===== config.mk =====
export PLATFORM = sky130hd
export DESIGN_NAME = av_sync_video_delay_flat
export DESIGN_NICKNAME = d
export VERILOG_FILES = /design/src/design/avs_pkg.sv /design/src/design/avs_if.sv /design/src/design/avs_cfg.sv /design/src/design/avs_engine.sv /design/src/design/av_sync_video_delay.sv /design/src/flat_wrapper.sv
export SDC_FILE = /design/constraint.sdc
export NUM_CORES = 2
export LEC_CHECK = 0
export BUFFER_PORTS_ARGS = -buffer_cell sky130_fd_sc_hd__buf_4
export CAP_MARGIN = 30
export CORE_ASPECT_RATIO = 1.5
export CORE_UTILIZATION = 45
export CTS_CLUSTER_DIAMETER = 120
export CTS_CLUSTER_SIZE = 28
export DETAILED_ROUTE_END_ITERATION = 10
export SYNTH_ARGS = -nofsm -noshare
export SYNTH_HDL_FRONTEND = slang
export SYNTH_SLANG_ARGS = --single-unit

===== constraint.sdc =====
create_clock -name clk_i -period 15 [get_ports clk_i]
set_input_delay 3 -clock clk_i [delete_from_list [all_inputs] [get_ports clk_i]]
set_output_delay 3 -clock clk_i [all_outputs]
set_load 0.02 [all_outputs]

===== src/design/avs_pkg.sv =====
// Shared constants, types and codes of the audio-master lip-sync regulator.
// Depends on nothing; every other file of the block imports it.
`default_nettype none

package avs_pkg;

  // Width of every time value (microseconds).
  localparam int TIME_BITS     = 48;
  // Signed width for differences of time values, with guard bits.
  localparam int DIFF_BITS     = TIME_BITS + 4;
  localparam int IDX_BITS      = 32;
  localparam int INTERVAL_BITS = 20;
  localparam int NOSYNC_BITS   = 27;
  localparam int THR_BITS      = 20;
  localparam int RUN_BITS      = 4;
  localparam int MODE_BITS     = 2;
  localparam int CFG_IDX_BITS  = 3;
  localparam int CFG_DATA_BITS = 27;
  // Frame index times interval.
  localparam int PROD_BITS     = IDX_BITS + INTERVAL_BITS;
  // Signed width of the fixed-rate target and wait time.
  localparam int TGT_BITS      = ((TIME_BITS > PROD_BITS) ? TIME_BITS : PROD_BITS) + 3;

  localparam int ONE_SEC    = 1000000;
  localparam int DIFF_CAP   = 200000;
  localparam int NUDGE_MIN  = 20000;
  localparam int NUDGE_CAP  = 50000;
  localparam int NUDGE_FULL = 2 * NUDGE_CAP;
  localparam int NUDGE_BITS = 18;
  localparam int RUN_LIMIT  = 10;

  localparam int INTERVAL_RST = 33333;
  localparam int NOSYNC_RST   = 10000000;
  localparam int MIN_THR_RST  = 40000;
  localparam int MAX_THR_RST  = 100000;

  typedef logic        [TIME_BITS-1:0] time_t;
  typedef logic signed [TIME_BITS-1:0] stime_t;

  typedef enum logic [MODE_BITS-1:0] {
    MODE_AUDIO        = 2'd0,
    MODE_VIDEO        = 2'd1,
    MODE_DROP_QUERY   = 2'd2,
    MODE_TIMING_RESET = 2'd3
  } avs_mode_e;

  typedef enum logic [CFG_IDX_BITS-1:0] {
    CFG_FIXED_RATE = 3'd0,
    CFG_INTERVAL   = 3'd1,
    CFG_NOSYNC     = 3'd2,
    CFG_MIN_THR    = 3'd3,
    CFG_MAX_THR    = 3'd4
  } avs_cfg_idx_e;

  typedef struct packed {
    logic                     fixed_rate;
    logic [INTERVAL_BITS-1:0] interval;
    logic [NOSYNC_BITS-1:0]   nosync;
    logic [THR_BITS-1:0]      min_thr;
    logic [THR_BITS-1:0]      max_thr;
  } avs_cfg_t;

endpackage

`default_nettype wire


===== src/design/avs_if.sv =====
// Valid/ready channel interfaces of the lip-sync regulator: requests,
// results and register writes. Depends on avs_pkg.
`default_nettype none

interface avs_item_if import avs_pkg::*; ();
  logic                 valid;
  logic                 ready;
  logic [MODE_BITS-1:0] mode;
  stime_t               pts_us;
  time_t                now_us;

  modport source (output valid, mode, pts_us, now_us, input ready);
  modport sink   (input valid, mode, pts_us, now_us, output ready);
endinterface

interface avs_result_if import avs_pkg::*; ();
  logic  valid;
  logic  ready;
  time_t delay_us;
  logic  drop_frame;

  modport source (output valid, delay_us, drop_frame, input ready);
  modport sink   (input valid, delay_us, drop_frame, output ready);
endinterface

interface avs_cfg_if import avs_pkg::*; ();
  logic                     valid;
  logic                     ready;
  logic [CFG_IDX_BITS-1:0]  index;
  logic [CFG_DATA_BITS-1:0] data;

  modport source (output valid, index, data, input ready);
  modport sink   (input valid, index, data, output ready);
endinterface

`default_nettype wire


===== src/design/avs_cfg.sv =====
// Configuration register file of the lip-sync regulator.
// Depends on avs_pkg and avs_cfg_if.
`default_nettype none

module avs_cfg import avs_pkg::*; (
  input  wire logic clk_i,
  input  wire logic rst_ni,
  avs_cfg_if.sink   cfg_i,
  output avs_cfg_t  cfg_o,
  output logic      restart_o
);

  avs_cfg_t cfg_q;

  assign cfg_i.ready = 1'b1;
  assign cfg_o       = cfg_q;

  // Writing the mode register restarts frame counting.
  assign restart_o = cfg_i.valid && (cfg_i.index == CFG_FIXED_RATE);

  always_ff @(posedge clk_i or negedge rst_ni) begin
    if (!rst_ni) begin
      cfg_q.fixed_rate <= 1'b0;
      cfg_q.interval   <= INTERVAL_BITS'(INTERVAL_RST);
      cfg_q.nosync     <= NOSYNC_BITS'(NOSYNC_RST);
      cfg_q.min_thr    <= THR_BITS'(MIN_THR_RST);
      cfg_q.max_thr    <= THR_BITS'(MAX_THR_RST);
    end else if (cfg_i.valid) begin
      unique case (avs_cfg_idx_e'(cfg_i.index))
        CFG_FIXED_RATE: cfg_q.fixed_rate <= cfg_i.data[0];
        CFG_INTERVAL:   cfg_q.interval   <= cfg_i.data[INTERVAL_BITS-1:0];
        CFG_NOSYNC:     cfg_q.nosync     <= cfg_i.data[NOSYNC_BITS-1:0];
        CFG_MIN_THR:    cfg_q.min_thr    <= cfg_i.data[THR_BITS-1:0];
        CFG_MAX_THR:    cfg_q.max_thr    <= cfg_i.data[THR_BITS-1:0];
        default: ;
      endcase
    end
  end

endmodule

`default_nettype wire


===== src/design/avs_engine.sv =====
// Timing state and per-request arithmetic of the lip-sync regulator.
// Depends on avs_pkg.
`default_nettype none

module avs_engine import avs_pkg::*; (
  input  wire logic                 clk_i,
  input  wire logic                 rst_ni,
  input  wire logic                 step_i,
  input  wire logic                 restart_i,
  input  wire avs_cfg_t             cfg_i,
  input  wire logic [MODE_BITS-1:0] mode_i,
  input  wire stime_t               pts_i,
  input  wire time_t                now_i,
  output time_t                     delay_o,
  output logic                      drop_o
);

  stime_t                apts_q;
  time_t                 stamp_q;
  stime_t                last_vpts_q;
  time_t                 last_delay_q;
  time_t                 pstart_q;
  logic [IDX_BITS-1:0]   idx_q;
  logic                  started_q;
  logic [RUN_BITS-1:0]   run_q;
  logic                  drop_q;

  avs_mode_e                    mode;
  logic signed [DIFF_BITS-1:0]  aclk, diff, base_raw, base, hi_s, lo_s, thr_min, thr;
  logic        [DIFF_BITS-1:0]  mag;
  logic                         in_range, base_bad, fire;
  time_t                        delay_diff, delay_fix, start;
  logic        [RUN_BITS-1:0]   run_next;
  logic                         drop_set;
  logic        [PROD_BITS-1:0]  prod;
  logic        [NUDGE_BITS-1:0] nudge_mag;
  logic signed [TGT_BITS-1:0]   nudge, wait_t;

  assign mode = avs_mode_e'(mode_i);

  // Audio clock and the video lead over it.
  always_comb begin
    aclk = DIFF_BITS'(apts_q) + (DIFF_BITS'(now_i) - DIFF_BITS'(stamp_q));
    diff = DIFF_BITS'(pts_i) - aclk;
    mag  = diff[DIFF_BITS-1] ? DIFF_BITS'(-diff) : DIFF_BITS'(diff);
    in_range = mag < DIFF_BITS'(cfg_i.nosync);
  end

  // Differential mode: threshold from the frame spacing, clamped.
  always_comb begin
    base_raw = DIFF_BITS'(pts_i) - DIFF_BITS'(last_vpts_q);
    base_bad = (base_raw <= 0) || (base_raw >= ONE_SEC);
    base     = base_bad ? signed'(DIFF_BITS'(last_delay_q)) : base_raw;
    hi_s     = signed'(DIFF_BITS'(cfg_i.max_thr));
    lo_s     = signed'(DIFF_BITS'(cfg_i.min_thr));
    thr_min  = (base < hi_s) ? base : hi_s;
    thr      = (thr_min < lo_s) ? lo_s : thr_min;
    fire     = (diff >= thr) && (diff > 0);
    if (in_range && fire) begin
      delay_diff = (diff >= DIFF_CAP) ? TIME_BITS'(DIFF_CAP) : TIME_BITS'(diff);
    end else begin
      delay_diff = '0;
    end
    if (delay_diff != '0) begin
      run_next = '0;
    end else if (run_q == '1) begin
      run_next = run_q;
    end else begin
      run_next = run_q + RUN_BITS'(1);
    end
    drop_set = in_range && (diff < -ONE_SEC) && (run_next >= RUN_BITS'(RUN_LIMIT));
  end

  // Fixed-rate mode: scheduled target nudged towards the audio clock.
  always_comb begin
    start = started_q ? pstart_q : now_i;
    prod  = PROD_BITS'(idx_q) * PROD_BITS'(cfg_i.interval);
    // Half the lead, rounded towards zero, capped in magnitude.
    nudge_mag = (mag >= DIFF_BITS'(NUDGE_FULL)) ? NUDGE_BITS'(NUDGE_CAP)
                                                : NUDGE_BITS'(mag[DIFF_BITS-1:1]);
    if (in_range && (mag > DIFF_BITS'(NUDGE_MIN))) begin
      nudge = diff[DIFF_BITS-1] ? -signed'(TGT_BITS'(nudge_mag))
                                : signed'(TGT_BITS'(nudge_mag));
    end else begin
      nudge = '0;
    end
    wait_t = signed'(TGT_BITS'(start)) + signed'(TGT_BITS'(prod)) + nudge
             - signed'(TGT_BITS'(now_i));
    if (wait_t <= 0) begin
      delay_fix = '0;
    end else if (|wait_t[TGT_BITS-1:TIME_BITS]) begin
      delay_fix = '1;
    end else begin
      delay_fix = wait_t[TIME_BITS-1:0];
    end
  end

  always_comb begin
    delay_o = '0;
    drop_o  = 1'b0;
    unique case (mode)
      MODE_VIDEO:      delay_o = cfg_i.fixed_rate ? delay_fix : delay_diff;
      MODE_DROP_QUERY: drop_o  = drop_q;
      default: ;
    endcase
  end

  always_ff @(posedge clk_i or negedge rst_ni) begin
    if (!rst_ni) begin
      apts_q       <= '0;
      stamp_q      <= '0;
      last_vpts_q  <= '0;
      last_delay_q <= '0;
      pstart_q     <= '0;
      idx_q        <= '0;
      started_q    <= 1'b0;
      run_q        <= '0;
      drop_q       <= 1'b0;
    end else if (restart_i) begin
      idx_q     <= '0;
      started_q <= 1'b0;
    end else if (step_i) begin
      unique case (mode)
        MODE_AUDIO: begin
          apts_q  <= pts_i;
          stamp_q <= now_i;
        end
        MODE_VIDEO: begin
          last_vpts_q <= pts_i;
          if (cfg_i.fixed_rate) begin
            last_delay_q <= delay_fix;
            idx_q        <= idx_q + IDX_BITS'(1);
            if (!started_q) begin
              started_q <= 1'b1;
              pstart_q  <= now_i;
            end
          end else begin
            last_delay_q <= delay_diff;
            if (in_range) begin
              run_q <= run_next;
              if (drop_set) begin
                drop_q <= 1'b1;
              end
            end
          end
        end
        MODE_DROP_QUERY: drop_q <= 1'b0;
        MODE_TIMING_RESET: begin
          last_vpts_q  <= '0;
          last_delay_q <= '0;
        end
        default: ;
      endcase
    end
  end

endmodule

`default_nettype wire


===== src/design/av_sync_video_delay.sv =====
// Top level of the audio-master lip-sync regulator: request register,
// result register and handshakes. Depends on avs_pkg, avs_if, avs_cfg and avs_engine.
`default_nettype none

// The block keeps video in step with an audio master clock. Each request
// transfer carries a mode: an audio update latches the audio presentation time
// together with the time now; a video frame works out the audio clock from
// those, compares the frame's timestamp against it and returns the wait time
// in microseconds, either as the lead above a clamped threshold (differential
// mode, at most 200 ms, with a sticky drop flag raised by long runs of zero
// delays while video trails by more than a second) or as a fixed-rate schedule
// nudged towards the audio clock; a drop query returns and clears the drop
// flag; a timing reset forgets the last frame. Every request yields exactly one
// result transfer. The block takes one request per clock cycle while the result
// is not stalled: a request is captured in an input register, the whole
// computation (including the 32 by 20 bit frame schedule multiply) is done by
// the logic between that register and the result register, and the timing
// state is written back at the same edge, so back-to-back requests see each
// other's effects. A stalled result holds in the result register while the
// next request waits in the input register. There is no clearing pass after
// reset. Registers are written through the
// configuration channel, which is always ready; they must only be written while
// no request is in flight, and a write of the mode register restarts frame
// counting.
module av_sync_video_delay import avs_pkg::*; (
  input  wire logic    clk_i,
  input  wire logic    rst_ni,
  avs_item_if.sink     item_i,
  avs_result_if.source result_o,
  avs_cfg_if.sink      cfg_i
);

  avs_cfg_t             cfg;
  logic                 restart;

  logic                 in_valid_q;
  logic [MODE_BITS-1:0] in_mode_q;
  stime_t               in_pts_q;
  time_t                in_now_q;

  logic                 out_valid_q;
  time_t                out_delay_q;
  logic                 out_drop_q;

  logic                 advance;
  logic                 step;
  time_t                eng_delay;
  logic                 eng_drop;

  // The result register can take a new value when it is empty or its
  // contents leave in this cycle; the input register follows the same way.
  assign advance      = !out_valid_q || result_o.ready;
  assign item_i.ready = !in_valid_q || advance;
  assign step         = in_valid_q && advance;

  avs_cfg u_cfg (
    .clk_i     (clk_i),
    .rst_ni    (rst_ni),
    .cfg_i     (cfg_i),
    .cfg_o     (cfg),
    .restart_o (restart)
  );

  avs_engine u_engine (
    .clk_i     (clk_i),
    .rst_ni    (rst_ni),
    .step_i    (step),
    .restart_i (restart),
    .cfg_i     (cfg),
    .mode_i    (in_mode_q),
    .pts_i     (in_pts_q),
    .now_i     (in_now_q),
    .delay_o   (eng_delay),
    .drop_o    (eng_drop)
  );

  // Input register: control cleared at reset, payload loaded on a transfer.
  always_ff @(posedge clk_i or negedge rst_ni) begin
    if (!rst_ni) begin
      in_valid_q <= 1'b0;
    end else if (item_i.ready) begin
      in_valid_q <= item_i.valid;
    end
  end

  always_ff @(posedge clk_i) begin
    if (item_i.valid && item_i.ready) begin
      in_mode_q <= item_i.mode;
      in_pts_q  <= item_i.pts_us;
      in_now_q  <= item_i.now_us;
    end
  end

  // Result register.
  always_ff @(posedge clk_i or negedge rst_ni) begin
    if (!rst_ni) begin
      out_valid_q <= 1'b0;
    end else if (advance) begin
      out_valid_q <= in_valid_q;
    end
  end

  always_ff @(posedge clk_i) begin
    if (step) begin
      out_delay_q <= eng_delay;
      out_drop_q  <= eng_drop;
    end
  end

  assign result_o.valid      = out_valid_q;
  assign result_o.delay_us   = out_delay_q;
  assign result_o.drop_frame = out_drop_q;

  // A request held back by a stalled result keeps its place and contents.
  a_hold_request : assert property (@(posedge clk_i) disable iff (!rst_ni)
    in_valid_q && !advance |=> in_valid_q && $stable(in_pts_q) && $stable(in_now_q))
    else $error("held request lost or changed");

  // The differential wait never exceeds its 200 ms cap.
  a_diff_cap : assert property (@(posedge clk_i) disable iff (!rst_ni)
    step && (in_mode_q == MODE_VIDEO) && !cfg.fixed_rate
      |-> eng_delay <= TIME_BITS'(DIFF_CAP))
    else $error("differential delay above cap");

  // Audio updates and timing resets give an empty result.
  a_quiet_modes : assert property (@(posedge clk_i) disable iff (!rst_ni)
    step && ((in_mode_q == MODE_AUDIO) || (in_mode_q == MODE_TIMING_RESET))
      |=> (out_delay_q == '0) && !out_drop_q)
    else $error("non-empty result for a non-video request");

endmodule

`default_nettype wire


===== src/flat_wrapper.sv =====
// flat-port wrapper written by rule: the top's interface ports become plain ports
module av_sync_video_delay_flat import avs_pkg::*;
  (clk_i, rst_ni, item_i_valid, item_i_mode, item_i_pts_us, item_i_now_us, item_i_ready, result_o_valid, result_o_delay_us, result_o_drop_frame, result_o_ready, cfg_i_valid, cfg_i_index, cfg_i_data, cfg_i_ready);
  avs_item_if item_i_i ();
  avs_result_if result_o_i ();
  avs_cfg_if cfg_i_i ();
  input  wire logic clk_i;
  input  wire logic rst_ni;
  input wire logic [$bits(item_i_i.valid)-1:0] item_i_valid;
  input wire logic [$bits(item_i_i.mode)-1:0] item_i_mode;
  input wire logic [$bits(item_i_i.pts_us)-1:0] item_i_pts_us;
  input wire logic [$bits(item_i_i.now_us)-1:0] item_i_now_us;
  output wire logic [$bits(item_i_i.ready)-1:0] item_i_ready;
  output wire logic [$bits(result_o_i.valid)-1:0] result_o_valid;
  output wire logic [$bits(result_o_i.delay_us)-1:0] result_o_delay_us;
  output wire logic [$bits(result_o_i.drop_frame)-1:0] result_o_drop_frame;
  input wire logic [$bits(result_o_i.ready)-1:0] result_o_ready;
  input wire logic [$bits(cfg_i_i.valid)-1:0] cfg_i_valid;
  input wire logic [$bits(cfg_i_i.index)-1:0] cfg_i_index;
  input wire logic [$bits(cfg_i_i.data)-1:0] cfg_i_data;
  output wire logic [$bits(cfg_i_i.ready)-1:0] cfg_i_ready;
  assign item_i_i.valid = item_i_valid;
  assign item_i_i.mode = item_i_mode;
  assign item_i_i.pts_us = item_i_pts_us;
  assign item_i_i.now_us = item_i_now_us;
  assign item_i_ready = item_i_i.ready;
  assign result_o_valid = result_o_i.valid;
  assign result_o_delay_us = result_o_i.delay_us;
  assign result_o_drop_frame = result_o_i.drop_frame;
  assign result_o_i.ready = result_o_ready;
  assign cfg_i_i.valid = cfg_i_valid;
  assign cfg_i_i.index = cfg_i_index;
  assign cfg_i_i.data = cfg_i_data;
  assign cfg_i_ready = cfg_i_i.ready;
  av_sync_video_delay u_core (.clk_i(clk_i), .rst_ni(rst_ni), .item_i(item_i_i), .result_o(result_o_i), .cfg_i(cfg_i_i));
endmodule

Word level (Yosys, flattened, before mapping)
Index checks and enable logic that the tools add are counted.
W data, S select, Z words.
{"block": "word_totals", "register_bits": 515, "input_bits": 133}
{"block": "classes", "add_sub_neg": 11, "n_mul": 1, "n_lt_le_gt_ge": 13, "n_eq_ne": 11, "muxes": 29, "n_bitwise": 2, "reduce_logical": 33}
{"cell": "$mux W48", "n": 6}
{"cell": "$mux W52", "n": 4}
{"cell": "$pmux W48 S2", "n": 2}
{"cell": "$mux W32", "n": 4}
{"cell": "$mux W55", "n": 2}
{"cell": "$lt A52 B21 Y1", "n": 2}
{"cell": "$sub A48 B48 Y49", "n": 2}
{"cell": "$add A54 B55 Y55", "n": 1}
{"cell": "$le A55 B1 Y1 const B", "n": 1}
{"cell": "$neg A18 Y55", "n": 1}
{"cell": "$sub A55 B49 Y55", "n": 1}
{"cell": "$add A48 B52 Y53", "n": 1}
{"cell": "$add A52 B52 Y52", "n": 1}
{"cell": "$ge A52 B17 Y1 const B", "n": 1}
{"cell": "$ge A52 B19 Y1 const B", "n": 1}
{"cell": "$ge A52 B52 Y1", "n": 1}
{"cell": "$gt A52 B1 Y1 const B", "n": 1}
{"cell": "$gt A52 B15 Y1 const B", "n": 1}
{"cell": "$lt A52 B21 Y1 const B", "n": 1}
{"cell": "$lt A52 B27 Y1", "n": 1}
{"cell": "$mul A32 B20 Y52", "n": 1}
{"cell": "$neg A52 Y52", "n": 1}
{"cell": "$sub A48 B52 Y52", "n": 1}
{"cell": "$ge A49 B21 Y1 const B", "n": 1}
{"cell": "29 further kinds", "n": 61}

Depth between registers and ports, before layout
{"block": "logic_depth", "depth_word": 20, "depth_mapped": 76}

Modules after synthesis
A second synthesis with hierarchy kept.
{"block": "unflattened", "hier_cells": 6984, "area_unflattened_um2": 62777.7}
{"mod": "avs_engine", "n_inst": 1, "cells_each": 6637, "area_each_um2": 54807.6, "seq_area_each_um2": 6956.7}
{"mod": "av_sync_video_delay", "n_inst": 1, "cells_each": 155, "area_each_um2": 4518.1, "seq_area_each_um2": 4464.3}
{"mod": "avs_cfg", "n_inst": 1, "cells_each": 192, "area_each_um2": 3452.1, "seq_area_each_um2": 2233.4}

Least setup slack after synthesis
OpenSTA, ideal clock, no wires.
{"block": "synth_timing", "kind": "reg-to-reg", "from": "register u_core.in_now_q[0]", "to": "register u_core.out_delay_q[47] (netlist: u_core.result_o.delay_us[47]), data pin", "setup_time_ps": 266, "arrival_time_ps": 14740, "setup_slack_ps": -6, "path_stages_with_launch": 70, "n_path_buf": 7, "path_cell_list": "edfxtp_1 -> inv_1 -> ha_1 -> fa_1 -> nor2b_1 -> o21ai_0 -> a21boi_0 -> o311a_1 -> o31a_1 -> a211o_1 -> a211o_1 -> nand2_1 -> a31oi_1 -> a221o_1 -> a21oi_1 -> inv_1 -> a21oi_1 -> xnor2_1 -> [... 34 more ...] -> ha_1 -> a21o_1 -> a21o_1 -> a21oi_1 -> a21boi_0 -> a211oi_1 -> or3_1 -> a211o_1 -> and3_1 -> o21a_1 -> o31a_1 -> mux2i_1 -> nor4_1 -> nand2_1 -> or4_1 -> nand2_1 -> clkbuf_1 -> nor2_1"}
{"block": "synth_between", "elab_chain_len": 16, "elab_cells_between_ends": 29, "classes_between": "add/sub (8); order compare (7); mux (10); reduce/logical (4)"}
{"item": "start: declaration", "line_no": "av_sync_video_delay.sv:39", "text": "time_t in_now_q;"}
{"item": "start signal: assignment", "line_no": "av_sync_video_delay.sv:90", "text": "in_now_q <= item_i.now_us;"}
{"item": "branches (longest 15 deep; another with $neg A18 Y55)"}
{"item": "$mux W48 (*)", "line_no": "avs_engine.sv:102", "text": "MODE_VIDEO: delay_o = cfg_i.fixed_rate ? delay_fix : delay_diff;"}
{"item": "end signal: assignment", "line_no": "av_sync_video_delay.sv:105", "text": "out_delay_q <= eng_delay;"}
{"item": "end: declaration", "line_no": "av_sync_video_delay.sv:42", "text": "time_t out_delay_q;"}
Every way passes the cells marked *.
A chain may end at the register's enable or synchronous reset.

Worst setup path after layout
{"block": "layout_timing", "from": "register u_core.in_now_q[0]", "to": "register u_core.out_delay_q[33] (netlist: u_core.result_o.delay_us[33]), data pin"}
The elaborated chain is that of the path after synthesis.

==> results.json <==
{
  "status": "finished, final reports clean",
  "tightest_slew_ns": 1.12,
  "p_per_area_mw_per_mm2": 245,
  "routed_wl_um": 207000,
  "final_common_cell": "inv_1",
  "wire_per_inst_um": 22.5,
  "worstHoldStart": "u_core.u_engine.stamp_q[42]",
  "tritoncts": "yes",
  "ys_warn_count": 0,
  "gr-total-overflow": 0,
  "fmax_mhz": 68.9,
  "drive_above_1_share_pct": 14.9,
  "area_growth_pct": 13.7,
  "max_stage_delay_ns": 0.59,
  "htree_levels": 1,
  "max_slew_margin_pct": 25.5,
  "grt_pass1_vias": 53900,
  "clk_pin_slew_worst_paths_ns": 0.11,
  "core_area_mm2": 0.135,
  "holdBufCountCts": 0,
  "drtPass1Iterations": 6,
  "cpMostUsedCell": "buf_4",
  "worstReg2RegEnd": "u_core.result_o.delay_us[33]",
  "clkLatencyLatePin_ns": 0.72,
  "setup_violations": 0,
  "grt_pass1_wl_um": 315000,
  "initial_utilization_pct": 45.4,
  "rows": 165,
  "clock_path_buffers": 3,
  "hold_viol_final": 0,
  "r2r_cells": 62,
  "cp_data_arrival_time_ns": 14.95,
  "hold_class": "reg -> reg",
  "worstSetupPathType": "reg -> reg",
  "io_buffers": 183,
  "critPathSlowestCell": "or4_4",
  "cp-start-kind": "register",
  "cp.required_ns": 15.43,
  "slew_violations": 0,
  "post-route-period-util_pct": 96.8,
  "cts.sinks": 515,
  "p_leak_nw": 34.3,
  "drtIter0Drc": 3007,
  "fin_nets": 8709,
  "r2r_slack_ns": 0.48,
  "root_buffer": "clkbuf_16",
  "synthCells": 6925,
  "synth_edf_count": 147,
  "hold_depth": 2,
  "synth_area_per_cell_um2": 8.84,
  "synthFlopType": "dfrtp_1",
  "r2r-start": "u_core.in_now_q[0]",
  "vias_per_cell": 5.63,
  "final_core_util_pct": 51.6,
  "ys_types": 106,
  "cap_violations": 0,
  "grt_max_degree": 89,
  "drc": 0,
  "postRouteAntennaNets": 0,
  "pre_cts_ws_ns": -0.319,
  "dp.cells": 9109,
  "path_max_fanout": 15,
  "ir_worst_vdd_mv": 0.281,
  "hpwl_um": 172000,
  "gp_congestion": 1.00,
  "grt_usage_pct": 30.2,
  "async_flop_share_pct": 71.5,
  "end_kind": "register",
  "ys_seq_elements": 515,
  "seq_area_frac_synth_pct": 22.3,
  "skew_ns": 0.0777,
  "fp.dieH_um": 454,
  "tns_ns": 0,
  "ioPinCount": 185,
  "syn_area_mm2": 0.0612,
  "hold_path_end": "u_core.u_engine.stamp_q[42]",
  "fin_crit_ns": 14.52,
  "die_w_um": 303,
  "instances_no_fill": 9176,
  "cts_made_buffers": 27,
  "final.fill_count": 12800,
  "vias": 51600,
  "fin_ws_ns": 0.478,
  "grt_antenna_before_repair": 5,
  "final_cell_mix": "inv_1 (1007), nand2_1 (965), buf_4 (723)",
  "die-area_mm2": 0.138
}
registers in the layout, indices dropped and copies added, names as in the netlist:
register,cells
u_core.u_engine.pstart_q,48
u_core.u_engine.last_delay_q,48
u_core.in_now_q,48
u_core.in_pts_q,48
u_core.result_o.drop_frame,1
u_core.u_engine.idx_q,32
u_core.u_cfg.cfg_o,88
u_core.in_mode_q,2
u_core.result_o.valid,1
u_core.u_engine.last_vpts_q,48
u_core.in_valid_q,1
u_core.u_engine.stamp_q,48
u_core.u_engine.apts_q,48
u_core.u_engine.drop_q,1
u_core.u_engine.started_q,1
u_core.u_engine.run_q,4
u_core.result_o.delay_us,48
cell families (layout without fill, tap and decap cells):
group | Yosys count | count (layout) | share of synthesized area (%)
AOI/OAI and AO/OA | 1354 | 1354 | 14.1
xor gates and xnor gates | 235 | 235 | 3.40
adders and majority gates | 1174 | 1174 | 32.4
buffers and inverters | 1313 | 1809 | 8.11
DFF | 515 | 515 | 22.3
muxes | 166 | 166 | 2.98
other | 2 | 4 | 0.0123
and+or+nand+nor | 2166 | 2166 | 16.7
metal layers:
layer	vias up	part of all wire, %	wire length (um)	global-route usage [%]
li1	23900	-	-	-
met1	25900	39	80000	35.2
met2	1364	52	107000	54.7
met3	447	3.9	8120	2.29
met4	2	5.9	12200	15.6
met5	-	0.0063	13	0
where the power goes:
group / leakage (nW) / internal (mW) / switching, mW
clock network: 0.439 / 0.368 / 0.584
registers: 6.09 / 1.71 / 0.230
logic: 27.7 / 5.90 / 8.27
timing repair:
| action | CTS | global route |
|---|---|---|
| setup buffers | 0 | 13 |
| endpoints found under the hold margin | 0 | 0 |
| resized for setup | 28 | 89 |
| pin swaps | 2 | 36 |
| endpoints found under the setup margin | 98 | 101 |
| gates cloned | 0 | 1 |
critical path, delay by kind of cell (launching register included):
family | cells | cell delay, ns
buffers and inverters | 11 | 1.74
multiplexers | 2 | 0.45
AO/OA/AOI/OAI | 17 | 4.36
AND/OR/NAND/NOR | 23 | 4.55
adder cells (fa/ha/maj) | 7 | 2.23
XOR/XNOR | 2 | 0.47
flip-flops | 1 | 0.41
how the worst max path moves through the flow:
| stage | slack, ns | cells after the start | startpoint | end |
|---|---|---|---|---|
| after floorplan | 0.18 | 69 | u_core.in_now_q[0] | u_core.result_o.delay_us[47] |
| after global placement | -0.49 | 59 | u_core.in_now_q[0] | u_core.result_o.delay_us[47] |
| after detailed placement | -0.32 | 75 | u_core.in_pts_q[0] | u_core.result_o.delay_us[8] |
| after CTS | 0.01 | 67 | u_core.in_now_q[0] | u_core.result_o.delay_us[22] |
| after global routing | -0.06 | 77 | u_core.in_pts_q[0] | u_core.result_o.delay_us[13] |
| final | 0.48 | 62 | u_core.in_now_q[0] | u_core.result_o.delay_us[33] |
synthesized netlist by cell type, types with 147 or more instances:
| cell type | instances | area, um2 |
|---|---|---|
| clkbuf_1 | 282 | 1060 |
| edfxtp_1 | 147 | 4410 |
| and2_1 | 229 | 1430 |
| o21ai_0 | 432 | 2160 |
| a21oi_1 | 308 | 1540 |
| dfrtp_1 | 343 | 8580 |
| inv_1 | 1008 | 3780 |
| nand2_1 | 969 | 3640 |
| nor2_1 | 349 | 1310 |
| a21o_1 | 175 | 1310 |
| fa_1 | 684 | 13700 |
| ha_1 | 490 | 6130 |
per-stage QoR:
step	hold WS (ns)	area, um2	total power [mW]
2_1_floorplan	0.444	61200	9.71
3_3_place_gp	0.461	67900	15.5
3_5_place_dp	0.470	68000	15.6
4_1_cts	0.494	69000	16.6
5_1_grt	0.508	69600	18.3
6_report	0.489	69600	17.1
cell type report:
class                      count  area [um2]  area share, %
multi-input combinational   5098       43100           61.9
sequential                   515       13700           19.6
timing repair buffer         749        5940           8.53
inverter                    1011        3790           5.45
tap                         1753        2190           3.15
clock buffer                  37         723           1.04
clock inverter                12         200          0.288
antenna                        1        2.50        0.00360
No activity file was read; power rests on OpenSTA's default activity.
